## src/design/bdq_pkg.sv

```systemverilog
// Package for the bounded deque with indexed read.
// Holds sizes, operation and status codes, and the RAM access struct.
// No dependencies.
package bdq_pkg;

  localparam int unsigned DEPTH   = 256;
  localparam int unsigned ADDR_W  = $clog2(DEPTH);
  localparam int unsigned CNT_W   = 9;
  localparam int unsigned POS_W   = 8;
  localparam int unsigned WORD_W  = 32;
  localparam int unsigned KIND_W  = 3;
  localparam int unsigned STAT_W  = 2;

  localparam logic [CNT_W-1:0] CAP_RESET = CNT_W'(256);
  localparam logic [CNT_W-1:0] DEPTH_CNT = CNT_W'(DEPTH);

  typedef enum logic [KIND_W-1:0] {
    KIND_READ         = 3'd0,
    KIND_INSERT_FRONT = 3'd1,
    KIND_INSERT_BACK  = 3'd2,
    KIND_REMOVE_FRONT = 3'd3,
    KIND_REMOVE_BACK  = 3'd4
  } kind_e;

  typedef enum logic [STAT_W-1:0] {
    ST_OK           = 2'd0,
    ST_OUT_OF_RANGE = 2'd1,
    ST_FULL         = 2'd2,
    ST_EMPTY        = 2'd3
  } status_e;

  typedef struct packed {
    logic                     en;
    logic                     we;
    logic [ADDR_W-1:0]        addr;
    logic signed [WORD_W-1:0] wdata;
  } ram_req_t;

endpackage

```

## src/design/bdq_if.sv

```systemverilog
// Request and response channel interfaces for the deque.
// Depends on bdq_pkg for field widths.
interface bdq_req_if;
  logic                              valid;
  logic                              ready;
  logic [bdq_pkg::KIND_W-1:0]        kind;
  logic [bdq_pkg::POS_W-1:0]         position;
  logic signed [bdq_pkg::WORD_W-1:0] word_in;

  modport source (output valid, kind, position, word_in, input ready);
  modport sink   (input valid, kind, position, word_in, output ready);
endinterface

interface bdq_rsp_if;
  logic                              valid;
  logic                              ready;
  logic signed [bdq_pkg::WORD_W-1:0] word_out;
  logic [bdq_pkg::STAT_W-1:0]        status;
  logic [bdq_pkg::CNT_W-1:0]         entry_count;

  modport source (output valid, word_out, status, entry_count, input ready);
  modport sink   (input valid, word_out, status, entry_count, output ready);
endinterface

```

## src/design/bdq_ctrl.sv

```systemverilog
// Deque controller: head pointer, count, capacity register and response register.
// Drives the ring-buffer RAM; depends on bdq_pkg and bdq_if.
module bdq_ctrl (
  input  logic                              clk_i,
  input  logic                              rst_ni,
  bdq_req_if.sink                           req_i,
  bdq_rsp_if.source                         rsp_o,
  input  logic                              cfg_we_i,
  input  logic [bdq_pkg::CNT_W-1:0]         cfg_wdata_i,
  output bdq_pkg::ram_req_t                 ram_req_o,
  input  logic signed [bdq_pkg::WORD_W-1:0] ram_rdata_i
);
  import bdq_pkg::*;

  logic [ADDR_W-1:0] head_q, head_d;
  logic [CNT_W-1:0]  cnt_q, cnt_d;
  logic [CNT_W-1:0]  cap_q;
  logic [CNT_W-1:0]  eff_cap;
  logic              rsp_valid_q;
  logic              rd_ok_q, rd_ok_d;
  status_e           status_q, status_d;
  logic              accept;
  logic              full;
  logic              empty;
  ram_req_t          ram_req;

  assign req_i.ready = !rsp_valid_q || rsp_o.ready;
  assign accept      = req_i.valid && req_i.ready;
  assign eff_cap     = (cap_q > DEPTH_CNT) ? DEPTH_CNT : cap_q;
  assign full        = cnt_q >= eff_cap;
  assign empty       = cnt_q == '0;

  always_comb begin
    head_d        = head_q;
    cnt_d         = cnt_q;
    status_d      = ST_OK;
    rd_ok_d       = 1'b0;
    ram_req.en    = 1'b0;
    ram_req.we    = 1'b0;
    ram_req.addr  = head_q;
    ram_req.wdata = req_i.word_in;
    unique case (req_i.kind)
      KIND_READ: begin
        if (CNT_W'(req_i.position) < cnt_q) begin
          rd_ok_d      = 1'b1;
          ram_req.en   = 1'b1;
          ram_req.addr = head_q + ADDR_W'(req_i.position);
        end else begin
          status_d = ST_OUT_OF_RANGE;
        end
      end
      KIND_INSERT_FRONT: begin
        if (full) begin
          status_d = ST_FULL;
        end else begin
          head_d       = head_q - ADDR_W'(1);
          cnt_d        = cnt_q + CNT_W'(1);
          ram_req.en   = 1'b1;
          ram_req.we   = 1'b1;
          ram_req.addr = head_q - ADDR_W'(1);
        end
      end
      KIND_INSERT_BACK: begin
        if (full) begin
          status_d = ST_FULL;
        end else begin
          cnt_d        = cnt_q + CNT_W'(1);
          ram_req.en   = 1'b1;
          ram_req.we   = 1'b1;
          ram_req.addr = head_q + cnt_q[ADDR_W-1:0];
        end
      end
      KIND_REMOVE_FRONT: begin
        if (empty) begin
          status_d = ST_EMPTY;
        end else begin
          head_d = head_q + ADDR_W'(1);
          cnt_d  = cnt_q - CNT_W'(1);
        end
      end
      KIND_REMOVE_BACK: begin
        if (empty) begin
          status_d = ST_EMPTY;
        end else begin
          cnt_d = cnt_q - CNT_W'(1);
        end
      end
      default: begin
      end
    endcase
    ram_req.en = ram_req.en && accept;
  end

  assign ram_req_o = ram_req;

  always_ff @(posedge clk_i or negedge rst_ni) begin
    if (!rst_ni) begin
      head_q      <= '0;
      cnt_q       <= '0;
      cap_q       <= CAP_RESET;
      rsp_valid_q <= 1'b0;
    end else begin
      if (cfg_we_i) begin
        cap_q <= cfg_wdata_i;
      end
      if (accept) begin
        head_q      <= head_d;
        cnt_q       <= cnt_d;
        rsp_valid_q <= 1'b1;
      end else if (rsp_o.ready) begin
        rsp_valid_q <= 1'b0;
      end
    end
  end

  always_ff @(posedge clk_i) begin
    if (accept) begin
      rd_ok_q  <= rd_ok_d;
      status_q <= status_d;
    end
  end

  assign rsp_o.valid       = rsp_valid_q;
  assign rsp_o.word_out    = rd_ok_q ? ram_rdata_i : '0;
  assign rsp_o.status      = status_q;
  assign rsp_o.entry_count = cnt_q;

endmodule

```

## src/flat_wrapper.sv

```systemverilog
// flat-port wrapper written by rule: the top's interface ports become plain ports
module bdq_ctrl_flat import bdq_pkg::*;
  (clk_i, rst_ni, cfg_we_i, cfg_wdata_i, ram_req_o, ram_rdata_i, req_i_valid, req_i_kind, req_i_position, req_i_word_in, req_i_ready, rsp_o_valid, rsp_o_word_out, rsp_o_status, rsp_o_entry_count, rsp_o_ready);
  bdq_req_if req_i_i ();
  bdq_rsp_if rsp_o_i ();
  input  logic clk_i;
  input  logic rst_ni;
  input  logic cfg_we_i;
  input  logic [bdq_pkg::CNT_W-1:0] cfg_wdata_i;
  output bdq_pkg::ram_req_t ram_req_o;
  input  logic signed [bdq_pkg::WORD_W-1:0] ram_rdata_i;
  input wire logic [$bits(req_i_i.valid)-1:0] req_i_valid;
  input wire logic [$bits(req_i_i.kind)-1:0] req_i_kind;
  input wire logic [$bits(req_i_i.position)-1:0] req_i_position;
  input wire logic [$bits(req_i_i.word_in)-1:0] req_i_word_in;
  output wire logic [$bits(req_i_i.ready)-1:0] req_i_ready;
  output wire logic [$bits(rsp_o_i.valid)-1:0] rsp_o_valid;
  output wire logic [$bits(rsp_o_i.word_out)-1:0] rsp_o_word_out;
  output wire logic [$bits(rsp_o_i.status)-1:0] rsp_o_status;
  output wire logic [$bits(rsp_o_i.entry_count)-1:0] rsp_o_entry_count;
  input wire logic [$bits(rsp_o_i.ready)-1:0] rsp_o_ready;
  assign req_i_i.valid = req_i_valid;
  assign req_i_i.kind = req_i_kind;
  assign req_i_i.position = req_i_position;
  assign req_i_i.word_in = req_i_word_in;
  assign req_i_ready = req_i_i.ready;
  assign rsp_o_valid = rsp_o_i.valid;
  assign rsp_o_word_out = rsp_o_i.word_out;
  assign rsp_o_status = rsp_o_i.status;
  assign rsp_o_entry_count = rsp_o_i.entry_count;
  assign rsp_o_i.ready = rsp_o_ready;
  bdq_ctrl u_core (.clk_i(clk_i), .rst_ni(rst_ni), .req_i(req_i_i), .rsp_o(rsp_o_i), .cfg_we_i(cfg_we_i), .cfg_wdata_i(cfg_wdata_i), .ram_req_o(ram_req_o), .ram_rdata_i(ram_rdata_i));
endmodule
```

## config.mk

```make
export PLATFORM = sky130hd
export DESIGN_NAME = bdq_ctrl_flat
export DESIGN_NICKNAME = d
export VERILOG_FILES = /design/src/design/bdq_pkg.sv /design/src/design/bdq_if.sv /design/src/design/bdq_ctrl.sv /design/src/flat_wrapper.sv
export SDC_FILE = /design/constraint.sdc
export NUM_CORES = 1
export LEC_CHECK = 0
export BUFFER_PORTS_ARGS = -buffer_cell sky130_fd_sc_hd__buf_2
export CORE_AREA = 2 2 83 117
export DETAILED_ROUTE_END_ITERATION = 16
export DIE_AREA = 0 0 85 119
export PLACE_DENSITY = 0.73
export SLEW_MARGIN = 20
export SYNTH_ARGS = -nofsm -noshare
export SYNTH_HDL_FRONTEND = slang
export SYNTH_SLANG_ARGS = --single-unit
```

## constraint.sdc

```tcl
create_clock -name clk_i -period 5.7 [get_ports clk_i]
set_clock_uncertainty 0.2 [all_clocks]
set_input_delay 1.71 -clock clk_i [delete_from_list [all_inputs] [get_ports clk_i]]
set_output_delay 1.71 -clock clk_i [all_outputs]
set_load 0.02 [all_outputs]
```

Word-level counts from Yosys, hierarchy flattened
Cells that the tools add are included.
W data, S select, Z words.
{"block": "classes", "n_addsub": 6, "n_reduce_logical": 13, "n_bitwise": 0, "shift": 0, "magnitude_cmp": 3, "n_eq_ne": 8, "muxes": 21, "n_div": 0, "multipliers": 0}
{"cell": "$mux W32", "count": 1}
{"cell": "$mux W9", "count": 3}
{"cell": "$mux W8", "count": 3}
{"cell": "$pmux W8 S3", "count": 1}
{"cell": "$mux W10", "count": 2}
{"cell": "$pmux W9 S2", "count": 1}
{"cell": "$add A8 B8 Y8", "count": 2}
{"cell": "$pmux W8 S2", "count": 1}
{"cell": "$add A9 B1 Y9 const B", "count": 1}
{"cell": "$ge A9 B9 Y1", "count": 1}
{"cell": "$gt A9 B9 Y1 const B", "count": 1}
{"cell": "$logic_not A9 Y1", "count": 1}
{"cell": "$lt A8 B9 Y1", "count": 1}
{"cell": "$sub A9 B1 Y9 const B", "count": 1}
{"cell": "$add A8 B1 Y8 const B", "count": 1}
{"cell": "$ne A2 B2 Y1 const B", "count": 4}
{"cell": "$reduce_and A4 Y1", "count": 2}
{"cell": "$sub A8 B1 Y8 const B", "count": 1}
{"cell": "$eq A3 B2 Y1 const B", "count": 2}
{"cell": "$pmux W2 S3", "count": 1}
{"cell": "$reduce_bool A2 Y1", "count": 3}
{"cell": "$mux W1", "count": 4}
{"cell": "$mux W2", "count": 2}
{"cell": "$reduce_or A2 Y1", "count": 2}
{"cell": "8 further kinds", "count": 9}
{"block": "totals", "mem_bits_ro": 0, "register_bits": 30, "wordCells": 57, "n_memories": 0, "in_bits": 89, "latch_bits": 0, "ramBits": 0}

Depth between registers and ports, before layout
Gate-level depths: netlist of run 1.
{"block": "logic_depth", "depth_word": 6, "mapped_depth": 10}

Worst setup path after synthesis of run 1
No wires, ideal clock.
{"block": "synth_timing", "path_kind": "input to output", "startpoint": "in req_i_position[2]", "endpoint": "out ram_req_o[34] in the netlist's numbering", "path_buffers": 0, "cell_stages": 7, "t_required_ps": 3790, "setup_slack_ps": 432, "arrival_time_ps": 3358, "cell_sequence": "ha_1 > or3_1 > o2111ai_1 > o32ai_2 > nor3_4 > nor2_2 > a221o_1"}
{"item": "from (decl)", "line_no": "flat_wrapper.sv:14", "rtl": "input wire logic [$bits(req_i_i.position)-1:0] req_i_position;"}
{"item": "to (decl)", "line_no": "flat_wrapper.sv:10", "rtl": "output bdq_pkg::ram_req_t ram_req_o;"}

==> impl_metrics.yaml, run 1 <==
clocking:
  cts_tree: "done"
  cts_buffer_depth: 2
  clockRootBuffer: "clkbuf_16"
  cts_sinks: 30
  holdBufCountCts: 0
  clkLatencyLatePin_ps: 280
  clk_pin_slew_ps: 50
  cts_resized: 0
  post_cts_buffers: 0
  htree_levels: 2
  cts_buffers: 5
synthesis:
  synthDistinctLibCells: 68
  yosysTopAreaCell: "dfrtp_1"
  ys_top_cells_by_area: "dfrtp_1, ha_1, buf_4"
  syn_area_per_cell_um2: 8.82
  ys_seq_area_share_pct: 21.5
  netlist.area_leader.share_pct: 18.3
  synthMostInstantiatedCell: "ha_1"
  syn_area_mm2: 0.00356
  yosysWarnings: 0
  synthFlopType: "dfrtp_1"
  synth_cells: 404
  syn_nets: 535
  ys_ff_latch: 30
  synth_common_cells: "ha_1, and2_1, buf_4"
  synthArstFlopShare_pct: 90.0
  synth-edff-count: 3
layout:
  layout.nets: 611
  drive_above_1_share_pct: 31.6
  diodes: 0
  areaGrowthSynthToFinish_pct: 15.9
  fin_area_mm2: 0.00413
place:
  hpwl_um: 9710
  placed_area_mm2: 0.00398
  gp_congestion: 0.917
  portBuffers: 111
run:
  maxCapViolCount: 0
die:
  core_mm2: 0.00920
  dieArea_mm2: 0.0101
  die_height_um: 119
  start_util_pct: 38.7
  ios: 176
  placementRows: 42
  dieWidth_um: 85
detailed_routing:
  vias_per_cell: 5.66
  drt_iter0_markers: 215
  drc_errors: 0
  via_count: 3346
  drtPass1Iterations: 4
  avgRoutedWirePerCell_um: 19.6
  antenna_left: 0
  finalWirelength_um: 11600
timing:
  period_share_pct: 97.9
  slew_violations: 0
  hold_ws_ps: 302
  setup_viol: 0
  rsz0062_at_grt: "false"
  setup_tns_ps: 0
  finalHoldViolCount: 0
  tightest_slew_ps: 776
  fmax_ghz: 0.179
  min_period_ps: 5580
  maxSlewHeadroom_pct: 47.6
global_route:
  grt_start_max_net_pins: 33
  grt_antenna_before_repair: 0
  grt_usage_pct: 23.3
  overflow: 0
  grt_pass1_vias: 3393
  grt_first_pass_wirelength_um: 18000
critical_path:
  critPathRequiredTime_ps: 3790
  cp-start-kind: "input port"
  cp.arrival_ps: 3670
  worstReg2RegStart: "u_core.cap_q[8]$_DFFE_PN1P_"
  crit_end: "ram_req_o[34]"
  reg2regPathDepth: 8
  cp-end-kind: "primary output"
  cp_cell_sequence: "buf_2 -> ha_1 -> or3_1 -> o2111ai_1 -> o32ai_2 -> nor3_4 -> nor2_4 -> a221o_1 -> buf_2"
  crit_top_cell: "buf_2"
  reg2reg_to: "u_core.rsp_o.entry_count[6]$_DFFE_PN0P_"
  reg2reg_setup_slack_ps: 2460
  critical_path.slowest_cell: "a221o_1"
  startpoint: "req_i_position[2]"
  cpPeakStageDelay_ps: 390
  crit_path_max_fanout: 8
  setup.worst_path.class: "input port to primary output"
pwr:
  ir_drop_v: 0.000232
  p_per_area_mw_per_mm2: 460
  leakagePower_nw: 2.06
worst_hold_path:
  hp-class: "flop to flop"
run_status:
  outcome: "finished clean"
==> flip-flops by register name, summed over array words and instances, names as in the netlist <==
signal and cells:
u_core.cap_q 9, u_core.rd_ok_q 1, u_core.rsp_o.status 2, u_core.rsp_o.entry_count 9, u_core.rsp_o.valid 1, u_core.head_q 8
==> how the worst min path moves through the flow <==
stage          slack, ps                        start  cells past startpoint                     endpoint
4_1_cts              310  u_core.cap_q[0]$_DFFE_PN0P_                      1  u_core.cap_q[0]$_DFFE_PN0P_
2_1_floorplan        270  u_core.cap_q[0]$_DFFE_PN0P_                      1  u_core.cap_q[0]$_DFFE_PN0P_
5_1_grt              330  u_core.cap_q[6]$_DFFE_PN0P_                      1  u_core.cap_q[6]$_DFFE_PN0P_
3_5_place_dp         300  u_core.cap_q[0]$_DFFE_PN0P_                      1  u_core.cap_q[0]$_DFFE_PN0P_
6_report             300  u_core.cap_q[0]$_DFFE_PN0P_                      1  u_core.cap_q[0]$_DFFE_PN0P_
3_3_place_gp         290  u_core.cap_q[0]$_DFFE_PN0P_                      1  u_core.cap_q[0]$_DFFE_PN0P_
==> final cells by class <==
type | count | area (um^2)
fillers | 888 | 5070
clock inverters | 2 | 8.76
multi-input cells | 307 | 2430
flip-flops and latches | 30 | 767
clock buffers | 6 | 129
well taps | 110 | 138
repair buffers | 114 | 578
inverters | 22 | 82.6
==> power by group <==
part           internal [mW]  switching [mW]  leakage (nW)  total, mW
Combinational          0.526           0.679          1.64       1.20
Sequential             0.276           0.170         0.348      0.447
Clock                  0.159          0.0900        0.0683      0.249
Total                  0.961           0.939          2.06       1.90
==> metrics by stage <==
stage	setup WS [ps]	instances	total power, mW	util (%)
after floorplan	432	404	1.32	-
after global placement	123	583	1.60	43.3
after detailed placement	88.1	583	1.63	43.3
after CTS	79.0	591	1.89	44.8
after global routing	13.7	591	2.06	44.9
final	122	591	1.90	44.9
==> worst max-delay path: cells and delay by family <==
family	cells	cell delay, ps
simple gates	3	740
compound gates	3	690
buf+inv	2	280
fa+ha+maj	1	260
==> kinds of logic (layout without fill, tap and decap cells) <==
family / after synthesis / in the layout / share of synthesized area [%]
xor gates and xnor gates: 31 / 31 / 7.62
and+or+nand+nor: 127 / 127 / 19.6
adders and majority gates: 42 / 42 / 15.4
buffers and inverters: 67 / 144 / 10.6
DFF: 30 / 30 / 21.5
muxes: 20 / 20 / 6.46
AOI/OAI and AO/OA: 87 / 87 / 18.8
==> per-layer routing <==
metal	routed length, um	up-vias	GRT usage [%]	share of wire, %
li1	-	1566	-	-
met1	4310	1584	25.9	37
met3	940	39	5.20	8.1
met2	5930	157	41.5	51
met4	422	0	10.6	3.6
met5	0	-	0	0
==> cells in the final DEF, fill, tap and decap left out, drive strengths merged, types with 4 or more instances in the layout <==
cell,instances
buf,114
ha,39
and2,33
dfrtp,26
nor2,23
nand2,22
inv,21
xnor2,18
nor3,18
a21oi,15
o21ai,15
xor2,13
mux2,12
a21o,10
mux2i,8
a211oi,8
a221o,6
clkbuf,6
nand3,5
a31oi,5
nand2b,4
o21bai,4
(Power assumes the default switching activity.)
==> run 2: changes to the inputs <==
--- a/config.mk
+++ b/config.mk
@@ -6,10 +6,12 @@
 export NUM_CORES = 1
 export LEC_CHECK = 0
 export BUFFER_PORTS_ARGS = -buffer_cell sky130_fd_sc_hd__buf_2
-export CORE_AREA = 2 2 83 117
+export CELL_PAD_IN_SITES_DETAIL_PLACEMENT = 1
+export CELL_PAD_IN_SITES_GLOBAL_PLACEMENT = 1
+export CORE_AREA = 2 2 90 127
 export DETAILED_ROUTE_END_ITERATION = 16
-export DIE_AREA = 0 0 85 119
-export PLACE_DENSITY = 0.73
+export DIE_AREA = 0 0 92 129
+export PLACE_DENSITY = 0.84
 export SLEW_MARGIN = 20
 export SYNTH_ARGS = -nofsm -noshare
 export SYNTH_HDL_FRONTEND = slang
==> impl_metrics.yaml, run 2 (synthesis results as in run 1) <==
worst_hold_path:
  hp-class: "flop to flop"
  holdPathStages: 1
die:
  die_height_um: 129
  start_util_pct: 33.3
  dieArea_mm2: 0.0119
  dieWidth_um: 92
  core_mm2: 0.0107
  placementRows: 45
  ios: 176
run_status:
  outcome: "finished clean"
critical_path:
  cp_cell_sequence: "buf_2 -> ha_1 -> or3_1 -> o2111ai_2 -> o32ai_4 -> nor3_4 -> buf_4 -> and3b_1 -> a221o_2 -> buf_2"
  cp.arrival_ps: 3710
  critical_path.slowest_cell: "o32ai_4"
  reg2regPathDepth: 10
  crit_path_max_fanout: 4
  critPathRequiredTime_ps: 3790
  cp-start-kind: "input port"
  crit_top_cell: "buf_2"
  setup.worst_path.class: "input port to primary output"
  cp-end-kind: "primary output"
  cpPeakStageDelay_ps: 430
detailed_routing:
  vias_per_cell: 5.45
  drtPass1Iterations: 6
  antenna_left: 0
  drc_errors: 0
  avgRoutedWirePerCell_um: 20.7
  drt_iter0_markers: 116
  finalWirelength_um: 12900
  via_count: 3406
layout:
  mostFrequentLayoutCell: "buf_2"
  mostFrequentLayoutCells: "buf_2, ha_1, and2_1"
  areaGrowthSynthToFinish_pct: 20.0
  fin_area_mm2: 0.00427
  drive_above_1_share_pct: 32.9
  nFillCells: 1312
  diodes: 0
  layout.nets: 614
  fin_cells: 625
pwr:
  p_per_area_mw_per_mm2: 491
  ir_drop_v: 0.000233
  finalPower_mw: 2.10
  leakagePower_nw: 2.10
timing:
  hold_ws_ps: 305
  fmax_ghz: 0.178
  min_period_ps: 5620
  tightest_slew_ps: 687
  period_share_pct: 98.7
  maxSlewHeadroom_pct: 54.2
  slew_violations: 0
  setup_viol: 0
  finalHoldViolCount: 0
global_route:
  grt_antenna_before_repair: 0
  grt_usage_pct: 21.7
  grt_first_pass_wirelength_um: 20100
  grt_start_max_net_pins: 33
  grt_pass1_vias: 3784
  overflow: 0
place:
  portBuffers: 111
  gp_congestion: 0.858
  hpwl_um: 10300
  dp.cells: 615
  placed_area_mm2: 0.00403
clocking:
  htree_levels: 2
  cts_sinks: 30
  cts_tree: "done"
  cts_buffers: 5
  clkLatencyLatePin_ps: 280
  clockRootBuffer: "clkbuf_16"
  clk_pin_slew_ps: 60
  cts_buffer_depth: 2
run:
  maxCapViolCount: 0
==> run 2: report_power, final <==
group | total, mW | switching [mW] | internal (mW)
Clock | 0.367 | 0.104 | 0.262
Combinational | 1.28 | 0.733 | 0.545
Sequential | 0.455 | 0.179 | 0.276
==> run 2: through the flow <==
stage	setup slack [ps]	utilization (%)	setup TNS [ps]
detailed placement	95.4	37.7	0
global route	-37.3	39.9	-61.9
CTS	49.2	39.5	0
finish	75.4	39.9	0
global placement	141	37.7	0
floorplan	432	-	0
==> run 2: timing repair <==
action,4_1_cts,5_1_grt
buffers inserted,0,2
resized for setup,0,5
setup endpoints to repair,0,4
hold buffers,0,0
==> run 2: worst paths after layout <==
path	from	to	slack [ps]
hold reg to reg	u_core.cap_q[0]$_DFFE_PN0P_	u_core.cap_q[0]$_DFFE_PN0P_	300
min in group asynchronous	rst_ni	u_core.cap_q[6]$_DFFE_PN0P_	1250
max in group asynchronous	rst_ni	u_core.head_q[5]$_DFFE_PN0P_	3630
setup / recovery	req_i_position[3]	ram_req_o[37]	80
hold / removal	u_core.cap_q[0]$_DFFE_PN0P_	u_core.cap_q[0]$_DFFE_PN0P_	300
setup reg to reg	u_core.cap_q[8]$_DFFE_PN1P_	u_core.rsp_o.entry_count[5]$_DFFE_PN0P_	2590
==> run 2: worst max-delay path: cells and delay by family <==
kind | cells | cell delay (ps)
buffers and inverters | 3 | 430
AND/OR/NAND/NOR | 3 | 430
AO/OA/AOI/OAI | 3 | 880
adder cells (fa/ha/maj) | 1 | 250
==> run 2: layout make-up <==
type	count	area, um^2	share of cell area (%)
clock buffer	6	139	3.25
clock inverter	2	60.1	1.41
inverter	22	82.6	1.93
multi-input combinational	307	2450	57.3
sequential	30	767	18.0
tap	141	176	4.13
timing repair buffer	117	601	14.1
==> run 2: layer usage <==
| layer | wire (um) | part of all wire [%] | up-vias | global-route usage, % |
|---|---|---|---|---|
| met5 | 0 | 0 | - | 0 |
| met1 | 4270 | 33 | 1640 | 20.6 |
| li1 | - | - | 1571 | - |
| met4 | 758 | 5.9 | 0 | 11.8 |
| met3 | 732 | 5.7 | 67 | 4.39 |
| met2 | 7170 | 55 | 128 | 43.0 |
